[src/sv/ifrd_pkg.sv]
`timescale 1ns / 1ps

package ifrd_pkg;

   localparam logic [7:0] FLAG_BYTE = 8'h7E;
   localparam logic [7:0] ESC_BYTE  = 8'h7D;
   localparam logic [7:0] ESC_FLAG  = 8'h5E;
   localparam logic [7:0] ESC_ESC   = 8'h5D;
   localparam logic [7:0] ADDR_BYTE = 8'h03;
   localparam logic [7:0] SET_CTRL  = 8'h03;
   localparam logic [7:0] UA_CTRL   = 8'h07;
   localparam logic [7:0] RR_BASE   = 8'hAA;
   localparam logic [7:0] REJ_BASE  = 8'h54;
   localparam logic [7:0] SEQ_BIT   = 8'h80;

   localparam logic [11:0] LIMIT_RESET = 12'd2000;

   localparam logic KIND_PAYLOAD = 1'b0;
   localparam logic KIND_VERDICT = 1'b1;

   localparam int RSP_DEPTH = 4;
   localparam int RSP_PTR_W = $clog2(RSP_DEPTH);

   typedef enum logic [2:0] {
      PH_HUNT,
      PH_FLAG,
      PH_ADDR,
      PH_SET_BCC,
      PH_SET_END,
      PH_INFO_BCC,
      PH_DATA
   } phase_type;

   typedef enum logic [2:0] {
      VERDICT_NEW      = 3'd0,
      VERDICT_DUP      = 3'd1,
      VERDICT_BCC2     = 3'd2,
      VERDICT_SET      = 3'd3,
      VERDICT_OVERFLOW = 3'd4
   } verdict_type;

   typedef struct packed {
      logic        out_kind;
      logic [7:0]  payload_byte;
      logic [2:0]  verdict;
      logic [7:0]  reply_control;
      logic [11:0] payload_length;
      logic        last;
   } rsp_type;

   typedef struct packed {
      logic [1:0] count;
      rsp_type    item0;
      rsp_type    item1;
   } rsp_push_type;

endpackage

[src/sv/ifrd_rsp_fifo.sv]
`timescale 1ns / 1ps

module ifrd_rsp_fifo
   import ifrd_pkg::*;
(
   input  logic         clock,
   input  logic         reset,
   input  rsp_push_type push,
   output logic         room,
   output logic         rsp_valid,
   input  logic         rsp_stall,
   output rsp_type      rsp_item
);

   rsp_type                mem_ff [RSP_DEPTH];
   logic [RSP_PTR_W-1:0]   wr_ptr_ff, wr_ptr_in;
   logic [RSP_PTR_W-1:0]   rd_ptr_ff, rd_ptr_in;
   logic [RSP_PTR_W:0]     count_ff, count_in;
   logic [RSP_PTR_W-1:0]   wr_next_ptr;
   logic                   pop;

   assign rsp_valid   = (count_ff != '0);
   assign rsp_item    = mem_ff[rd_ptr_ff];
   assign pop         = rsp_valid && !rsp_stall;
   assign room        = (count_ff <= (RSP_PTR_W + 1)'(RSP_DEPTH - 2));
   assign wr_next_ptr = wr_ptr_ff + 1'b1;

   always_comb begin
      wr_ptr_in = wr_ptr_ff + RSP_PTR_W'(push.count);
      rd_ptr_in = rd_ptr_ff + RSP_PTR_W'(pop);
      count_in  = count_ff + (RSP_PTR_W + 1)'(push.count) - (RSP_PTR_W + 1)'(pop);
   end

   always_ff @(posedge clock) begin
      if (reset) begin
         wr_ptr_ff <= '0;
         rd_ptr_ff <= '0;
         count_ff  <= '0;
      end else begin
         wr_ptr_ff <= wr_ptr_in;
         rd_ptr_ff <= rd_ptr_in;
         count_ff  <= count_in;
      end
   end

   always_ff @(posedge clock) begin
      if (push.count != 2'd0) begin
         mem_ff[wr_ptr_ff] <= push.item0;
      end
      if (push.count == 2'd2) begin
         mem_ff[wr_next_ptr] <= push.item1;
      end
   end

endmodule

[src/sv/ifrd_core.sv]
`timescale 1ns / 1ps

module ifrd_core
   import ifrd_pkg::*;
(
   input  logic         clock,
   input  logic         reset,
   input  logic         req_valid,
   output logic         req_stall,
   input  logic [7:0]   req_rx_byte,
   input  logic         csr_write_enable,
   input  logic [11:0]  csr_write_data,
   input  logic         room,
   output rsp_push_type push
);

   logic        in_valid_ff, in_valid_in;
   logic [7:0]  in_byte_ff;
   logic        fire, accept;

   phase_type   phase_ff, phase_in;
   logic        exp_ff, exp_in;
   logic        dup_ff, dup_in;
   logic        esc_ff, esc_in;
   logic [7:0]  held_ff, held_in;
   logic        held_valid_ff, held_valid_in;
   logic [7:0]  xor_ff, xor_in;
   logic [11:0] cnt_ff, cnt_in;
   logic [11:0] limit_ff, limit_in;

   logic [7:0]  b, seq_ctrl, info_ctrl, cand0, cand1, c;
   logic [1:0]  ncand, n;
   logic        ovf, finish, clear;
   rsp_type     r0, r1, item;

   function automatic rsp_type make_payload(logic [7:0] pb);
      rsp_type r;
      r              = '0;
      r.out_kind     = KIND_PAYLOAD;
      r.payload_byte = pb;
      return r;
   endfunction

   function automatic rsp_type make_verdict(logic [2:0] v, logic [7:0] rc, logic [11:0] len);
      rsp_type r;
      r                = '0;
      r.out_kind       = KIND_VERDICT;
      r.verdict        = v;
      r.reply_control  = rc;
      r.payload_length = len;
      return r;
   endfunction

   assign fire      = in_valid_ff && room;
   assign req_stall = in_valid_ff && !room;
   assign accept    = req_valid && !req_stall;
   assign b         = in_byte_ff;
   assign seq_ctrl  = {exp_ff, 7'b0};
   assign info_ctrl = {exp_ff ^ dup_ff, 7'b0};

   always_comb begin
      in_valid_in = accept ? 1'b1 : (fire ? 1'b0 : in_valid_ff);
      limit_in    = csr_write_enable ? csr_write_data : limit_ff;
   end

   always_comb begin
      phase_in      = phase_ff;
      exp_in        = exp_ff;
      dup_in        = dup_ff;
      esc_in        = esc_ff;
      held_in       = held_ff;
      held_valid_in = held_valid_ff;
      xor_in        = xor_ff;
      cnt_in        = cnt_ff;
      cand0         = '0;
      cand1         = '0;
      c             = '0;
      ncand         = 2'd0;
      n             = 2'd0;
      ovf           = 1'b0;
      finish        = 1'b0;
      clear         = 1'b0;
      r0            = '0;
      r1            = '0;
      item          = '0;

      if (fire) begin
         unique case (phase_ff)
            PH_FLAG: begin
               if (b == FLAG_BYTE) phase_in = PH_FLAG;
               else if (b == ADDR_BYTE) phase_in = PH_ADDR;
               else phase_in = PH_HUNT;
            end
            PH_ADDR: begin
               if (b == FLAG_BYTE) begin
                  phase_in = PH_FLAG;
               end else if (b == seq_ctrl || b == (seq_ctrl ^ SEQ_BIT)) begin
                  clear    = 1'b1;
                  phase_in = PH_INFO_BCC;
               end else if (b == SET_CTRL) begin
                  phase_in = PH_SET_BCC;
               end else begin
                  phase_in = PH_HUNT;
               end
            end
            PH_SET_BCC: begin
               if (b == FLAG_BYTE) phase_in = PH_FLAG;
               else if (b == (ADDR_BYTE ^ SET_CTRL)) phase_in = PH_SET_END;
               else phase_in = PH_HUNT;
            end
            PH_SET_END: begin
               if (b == FLAG_BYTE) begin
                  r0 = make_verdict(VERDICT_SET, UA_CTRL, 12'd0);
                  n  = 2'd1;
               end
               phase_in = PH_HUNT;
            end
            PH_INFO_BCC: begin
               if (b == FLAG_BYTE) begin
                  clear    = 1'b1;
                  phase_in = PH_FLAG;
               end else if (b == (ADDR_BYTE ^ info_ctrl)) begin
                  phase_in = PH_DATA;
               end else begin
                  clear    = 1'b1;
                  phase_in = PH_HUNT;
               end
            end
            PH_DATA: begin
               if (b == FLAG_BYTE) begin
                  finish = 1'b1;
                  if (esc_ff) begin
                     ncand = 2'd1;
                     cand0 = ESC_BYTE;
                  end
               end else begin
                  if (held_valid_ff) begin
                     esc_in = 1'b0;
                     if (esc_ff) begin
                        if (held_ff == ESC_FLAG) begin
                           ncand = 2'd1;
                           cand0 = FLAG_BYTE;
                        end else if (held_ff == ESC_ESC) begin
                           ncand = 2'd1;
                           cand0 = ESC_BYTE;
                        end else if (held_ff == ESC_BYTE) begin
                           ncand  = 2'd1;
                           cand0  = ESC_BYTE;
                           esc_in = 1'b1;
                        end else begin
                           ncand = 2'd2;
                           cand0 = ESC_BYTE;
                           cand1 = held_ff;
                        end
                     end else if (held_ff == ESC_BYTE) begin
                        esc_in = 1'b1;
                     end else begin
                        ncand = 2'd1;
                        cand0 = held_ff;
                     end
                  end
                  held_in       = b;
                  held_valid_in = 1'b1;
               end
            end
            default: begin
               phase_in = (b == FLAG_BYTE) ? PH_FLAG : PH_HUNT;
            end
         endcase
      end

      // destuffed bytes go out in order; the first one past the limit ends the frame
      for (int k = 0; k < 2; k++) begin
         if (2'(k) < ncand && !ovf) begin
            c = (k == 0) ? cand0 : cand1;
            if (cnt_in >= limit_ff) begin
               ovf  = 1'b1;
               item = make_verdict(VERDICT_OVERFLOW, 8'h00, cnt_in);
            end else begin
               item   = make_payload(c);
               xor_in = xor_in ^ c;
               cnt_in = cnt_in + 12'd1;
            end
            if (n == 2'd0) r0 = item;
            else r1 = item;
            n = n + 2'd1;
         end
      end

      if (ovf) begin
         clear    = 1'b1;
         phase_in = PH_HUNT;
      end else if (finish) begin
         if (!held_valid_ff || held_ff != xor_in) begin
            item = make_verdict(VERDICT_BCC2, REJ_BASE | {7'b0, exp_ff}, cnt_in);
         end else if (dup_ff) begin
            item = make_verdict(VERDICT_DUP, RR_BASE | {7'b0, exp_ff}, cnt_in);
         end else begin
            exp_in = ~exp_ff;
            item   = make_verdict(VERDICT_NEW, RR_BASE | {7'b0, ~exp_ff}, cnt_in);
         end
         if (n == 2'd0) r0 = item;
         else r1 = item;
         n        = n + 2'd1;
         clear    = 1'b1;
         phase_in = PH_HUNT;
      end

      if (clear) begin
         esc_in        = 1'b0;
         held_in       = '0;
         held_valid_in = 1'b0;
         xor_in        = '0;
         cnt_in        = '0;
         dup_in        = 1'b0;
      end
      // a new or duplicate frame opens here
      if (fire && phase_ff == PH_ADDR && phase_in == PH_INFO_BCC) begin
         dup_in = (b[7] != exp_ff);
      end

      if (n == 2'd1) r0.last = 1'b1;
      if (n == 2'd2) r1.last = 1'b1;

      push.count = n;
      push.item0 = r0;
      push.item1 = r1;
   end

   always_ff @(posedge clock) begin
      if (reset) begin
         in_valid_ff   <= 1'b0;
         phase_ff      <= PH_HUNT;
         exp_ff        <= 1'b0;
         dup_ff        <= 1'b0;
         esc_ff        <= 1'b0;
         held_ff       <= '0;
         held_valid_ff <= 1'b0;
         xor_ff        <= '0;
         cnt_ff        <= '0;
         limit_ff      <= LIMIT_RESET;
      end else begin
         in_valid_ff   <= in_valid_in;
         phase_ff      <= phase_in;
         exp_ff        <= exp_in;
         dup_ff        <= dup_in;
         esc_ff        <= esc_in;
         held_ff       <= held_in;
         held_valid_ff <= held_valid_in;
         xor_ff        <= xor_in;
         cnt_ff        <= cnt_in;
         limit_ff      <= limit_in;
      end
   end

   always_ff @(posedge clock) begin
      if (accept) begin
         in_byte_ff <= req_rx_byte;
      end
   end

   a_two_only_in_data: assert property (@(posedge clock) disable iff (reset)
      push.count == 2'd2 |-> (fire && phase_ff == PH_DATA))
      else $error("two results outside the data phase");

   a_set_reply: assert property (@(posedge clock) disable iff (reset)
      (fire && phase_ff == PH_SET_END && in_byte_ff == FLAG_BYTE)
      |-> (push.count == 2'd1 && push.item0.reply_control == UA_CTRL && push.item0.last))
      else $error("SET frame did not produce a single UA verdict");

   a_seq_moves_on_verdict: assert property (@(posedge clock) disable iff (reset)
      (!$past(reset) && exp_ff != $past(exp_ff))
      |-> ($past(fire) && $past(phase_ff) == PH_DATA && $past(push.count) != 2'd0))
      else $error("sequence changed without an end-of-frame verdict");

endmodule

[src/sv/info_frame_receiver_destuffer.sv]
`timescale 1ns / 1ps

// Receiver for stop-and-wait information frames with byte destuffing.
// req_ channel: one raw line byte per beat (req_rx_byte), taken when
//   req_valid is high and req_stall is low.
// rsp_ channel: one result per beat; a provisional payload byte
//   (rsp_out_kind 0) or an end-of-frame verdict with reply control byte
//   and payload length (rsp_out_kind 1). rsp_last marks the final result
//   caused by one line byte; a byte yields zero, one or two results.
// csr_: csr_write_enable writes csr_write_data into the payload limit.
// A byte is held in an input register and its results are registered in
//   the result queue before rsp_valid shows them. Throughput: one byte per
//   cycle while the queue has room; bytes that yield two results are drained
//   one per cycle while rsp_stall is low through a four-entry result queue,
//   which stalls input when fewer than two slots are free.
// Reset: hunting for an opening flag, expected sequence 0, limit 2000,
//   result queue empty.
// When rsp_stall is high results wait in the queue; once fewer than two
//   slots are free, req_stall rises and holds the line side.
module info_frame_receiver_destuffer
   import ifrd_pkg::*;
(
   input  logic        clock,
   input  logic        reset,
   input  logic        req_valid,
   output logic        req_stall,
   input  logic [7:0]  req_rx_byte,
   output logic        rsp_valid,
   input  logic        rsp_stall,
   output logic        rsp_out_kind,
   output logic [7:0]  rsp_payload_byte,
   output logic [2:0]  rsp_verdict,
   output logic [7:0]  rsp_reply_control,
   output logic [11:0] rsp_payload_length,
   output logic        rsp_last,
   input  logic        csr_write_enable,
   input  logic [11:0] csr_write_data
);

   rsp_push_type push;
   rsp_type      rsp_item;
   logic         room;

   ifrd_core u_core (
      .clock            (clock),
      .reset            (reset),
      .req_valid        (req_valid),
      .req_stall        (req_stall),
      .req_rx_byte      (req_rx_byte),
      .csr_write_enable (csr_write_enable),
      .csr_write_data   (csr_write_data),
      .room             (room),
      .push             (push)
   );

   ifrd_rsp_fifo u_rsp_fifo (
      .clock     (clock),
      .reset     (reset),
      .push      (push),
      .room      (room),
      .rsp_valid (rsp_valid),
      .rsp_stall (rsp_stall),
      .rsp_item  (rsp_item)
   );

   assign rsp_out_kind       = rsp_item.out_kind;
   assign rsp_payload_byte   = rsp_item.payload_byte;
   assign rsp_verdict        = rsp_item.verdict;
   assign rsp_reply_control  = rsp_item.reply_control;
   assign rsp_payload_length = rsp_item.payload_length;
   assign rsp_last           = rsp_item.last;

endmodule
[config.mk]
export PLATFORM = sky130hd
export DESIGN_NAME = info_frame_receiver_destuffer
export DESIGN_NICKNAME = d
export VERILOG_FILES = /design/src/sv/ifrd_pkg.sv /design/src/sv/ifrd_rsp_fifo.sv /design/src/sv/ifrd_core.sv /design/src/sv/info_frame_receiver_destuffer.sv
export SDC_FILE = /design/constraint.sdc
export NUM_CORES = 1
export LEC_CHECK = 0
export BUFFER_PORTS_ARGS = -buffer_cell sky130_fd_sc_hd__clkbuf_2
export CAP_MARGIN = 20
export CORE_AREA = 2 2 143 145
export CTS_CLUSTER_DIAMETER = 120
export DETAILED_ROUTE_END_ITERATION = 8
export DIE_AREA = 0 0 145 147
export PLACE_DENSITY = 0.74
export SLEW_MARGIN = 20
export SYNTH_ARGS = -nofsm -noshare
export SYNTH_HDL_FRONTEND = slang
export SYNTH_SLANG_ARGS = --single-unit
[constraint.sdc]
create_clock -name clock -period 7 [get_ports clock]
set_input_delay 1.05 -clock clock [delete_from_list [all_inputs] [get_ports clock]]
set_output_delay 1.05 -clock clock [all_outputs]
set_load 0.01 [all_outputs]
==> results <==
- STA classifies the critical path endpoint as a flip-flop.
- Once layout is complete, the cells apart from fillers number 1,378.
- After synthesis, the cell types taking the most area are sky130_fd_sc_hd__edfxtp_1, sky130_fd_sc_hd__dfxtp_1, sky130_fd_sc_hd__mux4_2, sky130_fd_sc_hd__nor2_1, sky130_fd_sc_hd__ha_1.
- The clock latency on the worst-skew pair is 0.45 ns.
- The length in cells of the worst reg-to-reg path is 21.
- The total clock sinks is 179.
- The library cell with the largest summed area after synthesis is sky130_fd_sc_hd__edfxtp_1.
- Hold repair after CTS inserted 0 buffers.
- Synthesis produced a netlist whose cell count is 1,057.
- The die covers 21,300 um^2.
- The iteration count of the initial detailed-routing pass is 6.
- Counting flops with an async set or reset pin after synthesis yields a share of 0%.
- For the worst setup path, the data arrival time is 6.54 ns.
- VDD sags by at most 0.160 mV.
- After detailed routing, the number of vias per cell comes to 5.88.
- The top cell type by area accounts for 35.4% of the synthesized area.
- The actual slew at the worst max-slew pin is 1.11 ns.
- The leftover overflow at the end of global routing is 0.
- The synthesized design contains 124 enable-type register cells.
- The worst setup skew after layout is 0.00668 ns.
- The critical path is of the flip-flop to flip-flop type.
- In this run the tightest slew margin relative to its limit is 25.4%.
- The core footprint is 19,800 um^2.
- After filler insertion, the fill cell instance count of the layout stands at 1,654.
- TritonCTS built the clock tree.
- Post-CTS timing repair inserted 0 buffers for setup.
- The repair_antennas step left the layout with diodes totalling 0.
- The per-instance average area after synthesis is 9.94 um^2.
- In the routed design, unresolved DRC markers number 0.
- STA classifies the critical path startpoint as a flip-flop.
- The pre-CTS setup slack is 0.544 ns.
- The relative area change from synthesis to final layout is 10.8%.
- After layout, the worst setup slack is 0.635 ns.
- The die is 147 um tall.
- The clock transition at the registers of the reported paths is 0.07 ns.
- Setup repair after global routing left no endpoint under its margin.
- The class of the worst hold path is flip-flop to flip-flop.
- The tree is rooted in a sky130_fd_sc_hd__clkbuf_16.
- The number of max-slew violations in the final report is 0.
- The cell count after placement is 1,345.
- The routed wirelength normalized by instance count is 18.8 um.
- The pin count of the biggest net entering global routing is 31.
- The final critical-path share of the clock period is 90.9%.
- The post-route netlist has 16.2% of its cells at a drive strength greater than 1.
- The instance area at placement is 11,100 um^2.
- The number of nets in the synthesized netlist is 1,120.
- The run finished with clean final reports.
- The number of port buffers is 59.
- After synthesis the cells add up to 10,500 um^2.
- In this run, the number of DRC markers left after iteration 0 of detailed routing was 1,019.
- The remaining number of nets flagged by the antenna check after routing is 0.
- The worst hold slack across all endpoints is 0.500 ns.
- The via count of the first global-routing pass is 7,746.
- The cell depth of the worst min-delay path is 2.
- The total global routing track utilization is 24.7%.
- The count of state elements after synthesis is 179.
- The detailed placer's ending HPWL is 18.6 mm.
- The reg-to-reg setup timing slack is 0.64 ns.
- For the worst setup path, the data required time is 7.18 ns.
- The final period demand of the worst path is 6.36 ns.
- The total of endpoints with negative setup slack in the final report is 0.
- Adding up every negative setup slack in the final design gives 0 ns.
- Buffers inserted during clock tree synthesis total 17.
- The number of different library cells used by synthesis comes to 84.
- The most used flip-flop cell after synthesis is sky130_fd_sc_hd__edfxtp_1.
- The H-tree depth is 4.
- The post-route cell area is 11,600 um^2.
- The first global-routing pass estimated 41.3 mm of wire.
- The number of top-level pins is 60.
- At the end of the flow, the number of nets in the layout was 1,158.
- For this run, the register share of the synthesized area comes to 45.9%.
- Once the clock tree was built, the resizer swapped 0 gates to a different size.
- The worst hold path startpoint is u_core.limit_ff[11]$_SDFFE_PP0P_.
- The initial cell density of the core is 52.9%.
- The routed layout has 8,100 vias.
- The endpoint of the worst hold-timing path is u_core.limit_ff[11]$_SDFFE_PP0P_.
- In this run the critical register-to-register path is launched from u_core.cnt_ff[9]$_SDFF_PP0_.
- The post-layout total power is 2.35 mW.
- Measured on the finished design, the core utilization comes to 58.7%.
- The global placement routability congestion is 0.928.
- During synthesis, Yosys emitted a total of 0 warnings.
- The largest fanout of any net on the critical path is 14.
- The power density relative to cell area is 202 nW/um^2.
- The number of antenna violations at the first check in global routing was 0.
- The tool flagged a number of max-cap violations equal to 0.
- The endpoint identified for the worst register-to-register timing path is u_rsp_fifo.mem_ff[2][22]$_DFFE_PP_.
- In this run the horizontal extent of the chip is 145 um.
- The timing-limited maximum frequency is 0.157 GHz.
- Row generation in the floorplan step produced 52 rows.
- After detailed routing, the total wire length is 25.9 mm.
- The hold violation total from the final report is 0.
- For this design the static power due to leakage is 3.99 nW.
- In this run the deepest clock path goes through 2 buffers.
## critical path, stage by stage, from the launching register on
cell and delay [ns]:
sky130_fd_sc_hd__dfxtp_1 0.44, sky130_fd_sc_hd__ha_1 0.29, sky130_fd_sc_hd__a211o_1 0.31, sky130_fd_sc_hd__o211a_1 0.17, sky130_fd_sc_hd__nor3_4 0.34, sky130_fd_sc_hd__and4_4 0.33
sky130_fd_sc_hd__nand4_1 0.22, sky130_fd_sc_hd__nor2_1 0.23, sky130_fd_sc_hd__xnor2_1 0.21, sky130_fd_sc_hd__inv_1 0.15, sky130_fd_sc_hd__ha_1 0.21, sky130_fd_sc_hd__a211o_1 0.28
sky130_fd_sc_hd__a21oi_1 0.18, sky130_fd_sc_hd__o211a_1 0.17, sky130_fd_sc_hd__a221o_1 0.27, sky130_fd_sc_hd__inv_2 0.15, sky130_fd_sc_hd__a211oi_2 0.51, sky130_fd_sc_hd__nand2_1 0.19
sky130_fd_sc_hd__mux2i_4 0.28, sky130_fd_sc_hd__and3_1 0.65, sky130_fd_sc_hd__xnor2_1 0.33, sky130_fd_sc_hd__o21ai_0 0.16
## layout make-up
type / count / area [um^2] / share of cell area [%]
Multi-Input combinational cell: 773 / 5240 / 45.0
Timing Repair Buffer: 86 / 523 / 4.49
Tap cell: 270 / 338 / 2.90
Inverter: 38 / 143 / 1.23
Sequential cell: 179 / 4830 / 41.5
Clock inverter: 15 / 144 / 1.24
Clock buffer: 17 / 425 / 3.65
## cells by family (layout without fill, tap and decap cells)
group | count (synthesis) | in the layout | synth area share [%]
buffers and inverters | 105 | 156 | 4.50
and+or+nand+nor | 397 | 397 | 17.7
xor gates and xnor gates | 55 | 55 | 4.98
AOI/OAI and AO/OA | 234 | 234 | 14.1
DFF | 179 | 179 | 45.9
muxes | 49 | 49 | 8.25
adders and majority gates | 38 | 38 | 4.60
## Yosys cell counts (all sizes together), types with 3 or more instances
library cell / number
a22o: 4
nor2b: 9
a31oi: 3
ha: 37
a211oi: 6
or2: 3
a21boi: 6
nand2b: 7
dfxtp: 55
xnor2: 39
nor4: 5
o21ai: 58
o21a: 12
o41ai: 4
clkbuf: 38
or3: 4
a31o: 4
buf: 29
and3: 9
nand4b: 5
xor2: 16
nand2: 121
nor2: 160
inv: 38
nand4: 16
nor3: 16
a21oi: 83
edfxtp: 124
mux4: 29
and4: 4
mux2i: 19
nand3: 19
a22oi: 5
a32oi: 4
a21o: 4
o211ai: 10
o22ai: 10
o31ai: 4
and2: 8
## worst max-delay path by stage
stage / startpoint / endpoint / depth (start not counted)
final: u_core.cnt_ff[9]$_SDFF_PP0_ / u_rsp_fifo.mem_ff[2][22]$_DFFE_PP_ / 21
after global routing: u_core.cnt_ff[9]$_SDFF_PP0_ / u_rsp_fifo.mem_ff[1][21]$_DFFE_PP_ / 23
after CTS: u_core.cnt_ff[9]$_SDFF_PP0_ / u_rsp_fifo.mem_ff[0][14]$_DFFE_PP_ / 21
after detailed placement: u_core.cnt_ff[9]$_SDFF_PP0_ / u_rsp_fifo.mem_ff[0][11]$_DFFE_PP_ / 22
after global placement: u_core.cnt_ff[9]$_SDFF_PP0_ / u_rsp_fifo.mem_ff[0][12]$_DFFE_PP_ / 21
after floorplan: u_core.cnt_ff[0]$_SDFF_PP0_ / u_rsp_fifo.mem_ff[0][0]$_DFFE_PP_ / 21
## flip-flops by register name (all words and copies together) (netlist names)
| name | flops |
|---|---|
| u_core.held_valid_ff | 1 |
| u_core.dup_ff | 1 |
| u_core.exp_ff | 1 |
| u_core.b | 8 |
| u_rsp_fifo.wr_ptr_ff | 2 |
| u_rsp_fifo.mem_ff | 116 |
| u_core.phase_ff | 3 |
| u_rsp_fifo.rd_ptr_ff | 2 |
| u_core.esc_ff | 1 |
| u_core.cnt_ff | 12 |
| u_rsp_fifo.count_ff | 3 |
| u_core.limit_ff | 12 |
| u_core.held_ff | 8 |
| u_core.in_valid_ff | 1 |
| u_core.xor_ff | 8 |
## per-layer routing
layer  global-route usage [%]  wire, um
met1                     34.5     11400
met2                     39.3     12000
met5                        0         0
met3                     5.09      2090
met4                     6.88       411
## power breakdown
part           total, mW  internal (mW)  switching [mW]
clock network      0.929          0.471           0.458
registers           1.21           1.14          0.0664
logic              0.216          0.117          0.0982
## placed cells by master, fill, tap and decap left out, types with 19 or more instances in the layout
cell / instances
sky130_fd_sc_hd__ha_1: 37
sky130_fd_sc_hd__clkbuf_2: 59
sky130_fd_sc_hd__mux4_2: 29
sky130_fd_sc_hd__inv_1: 37
sky130_fd_sc_hd__edfxtp_1: 124
sky130_fd_sc_hd__o21ai_0: 57
sky130_fd_sc_hd__a21oi_1: 83
sky130_fd_sc_hd__dfxtp_1: 54
sky130_fd_sc_hd__nor2_1: 157
sky130_fd_sc_hd__buf_4: 25
sky130_fd_sc_hd__nand2_1: 120
sky130_fd_sc_hd__xnor2_1: 38
sky130_fd_sc_hd__nand3_1: 19
Note: power is estimated with default switching activity, not from simulation.
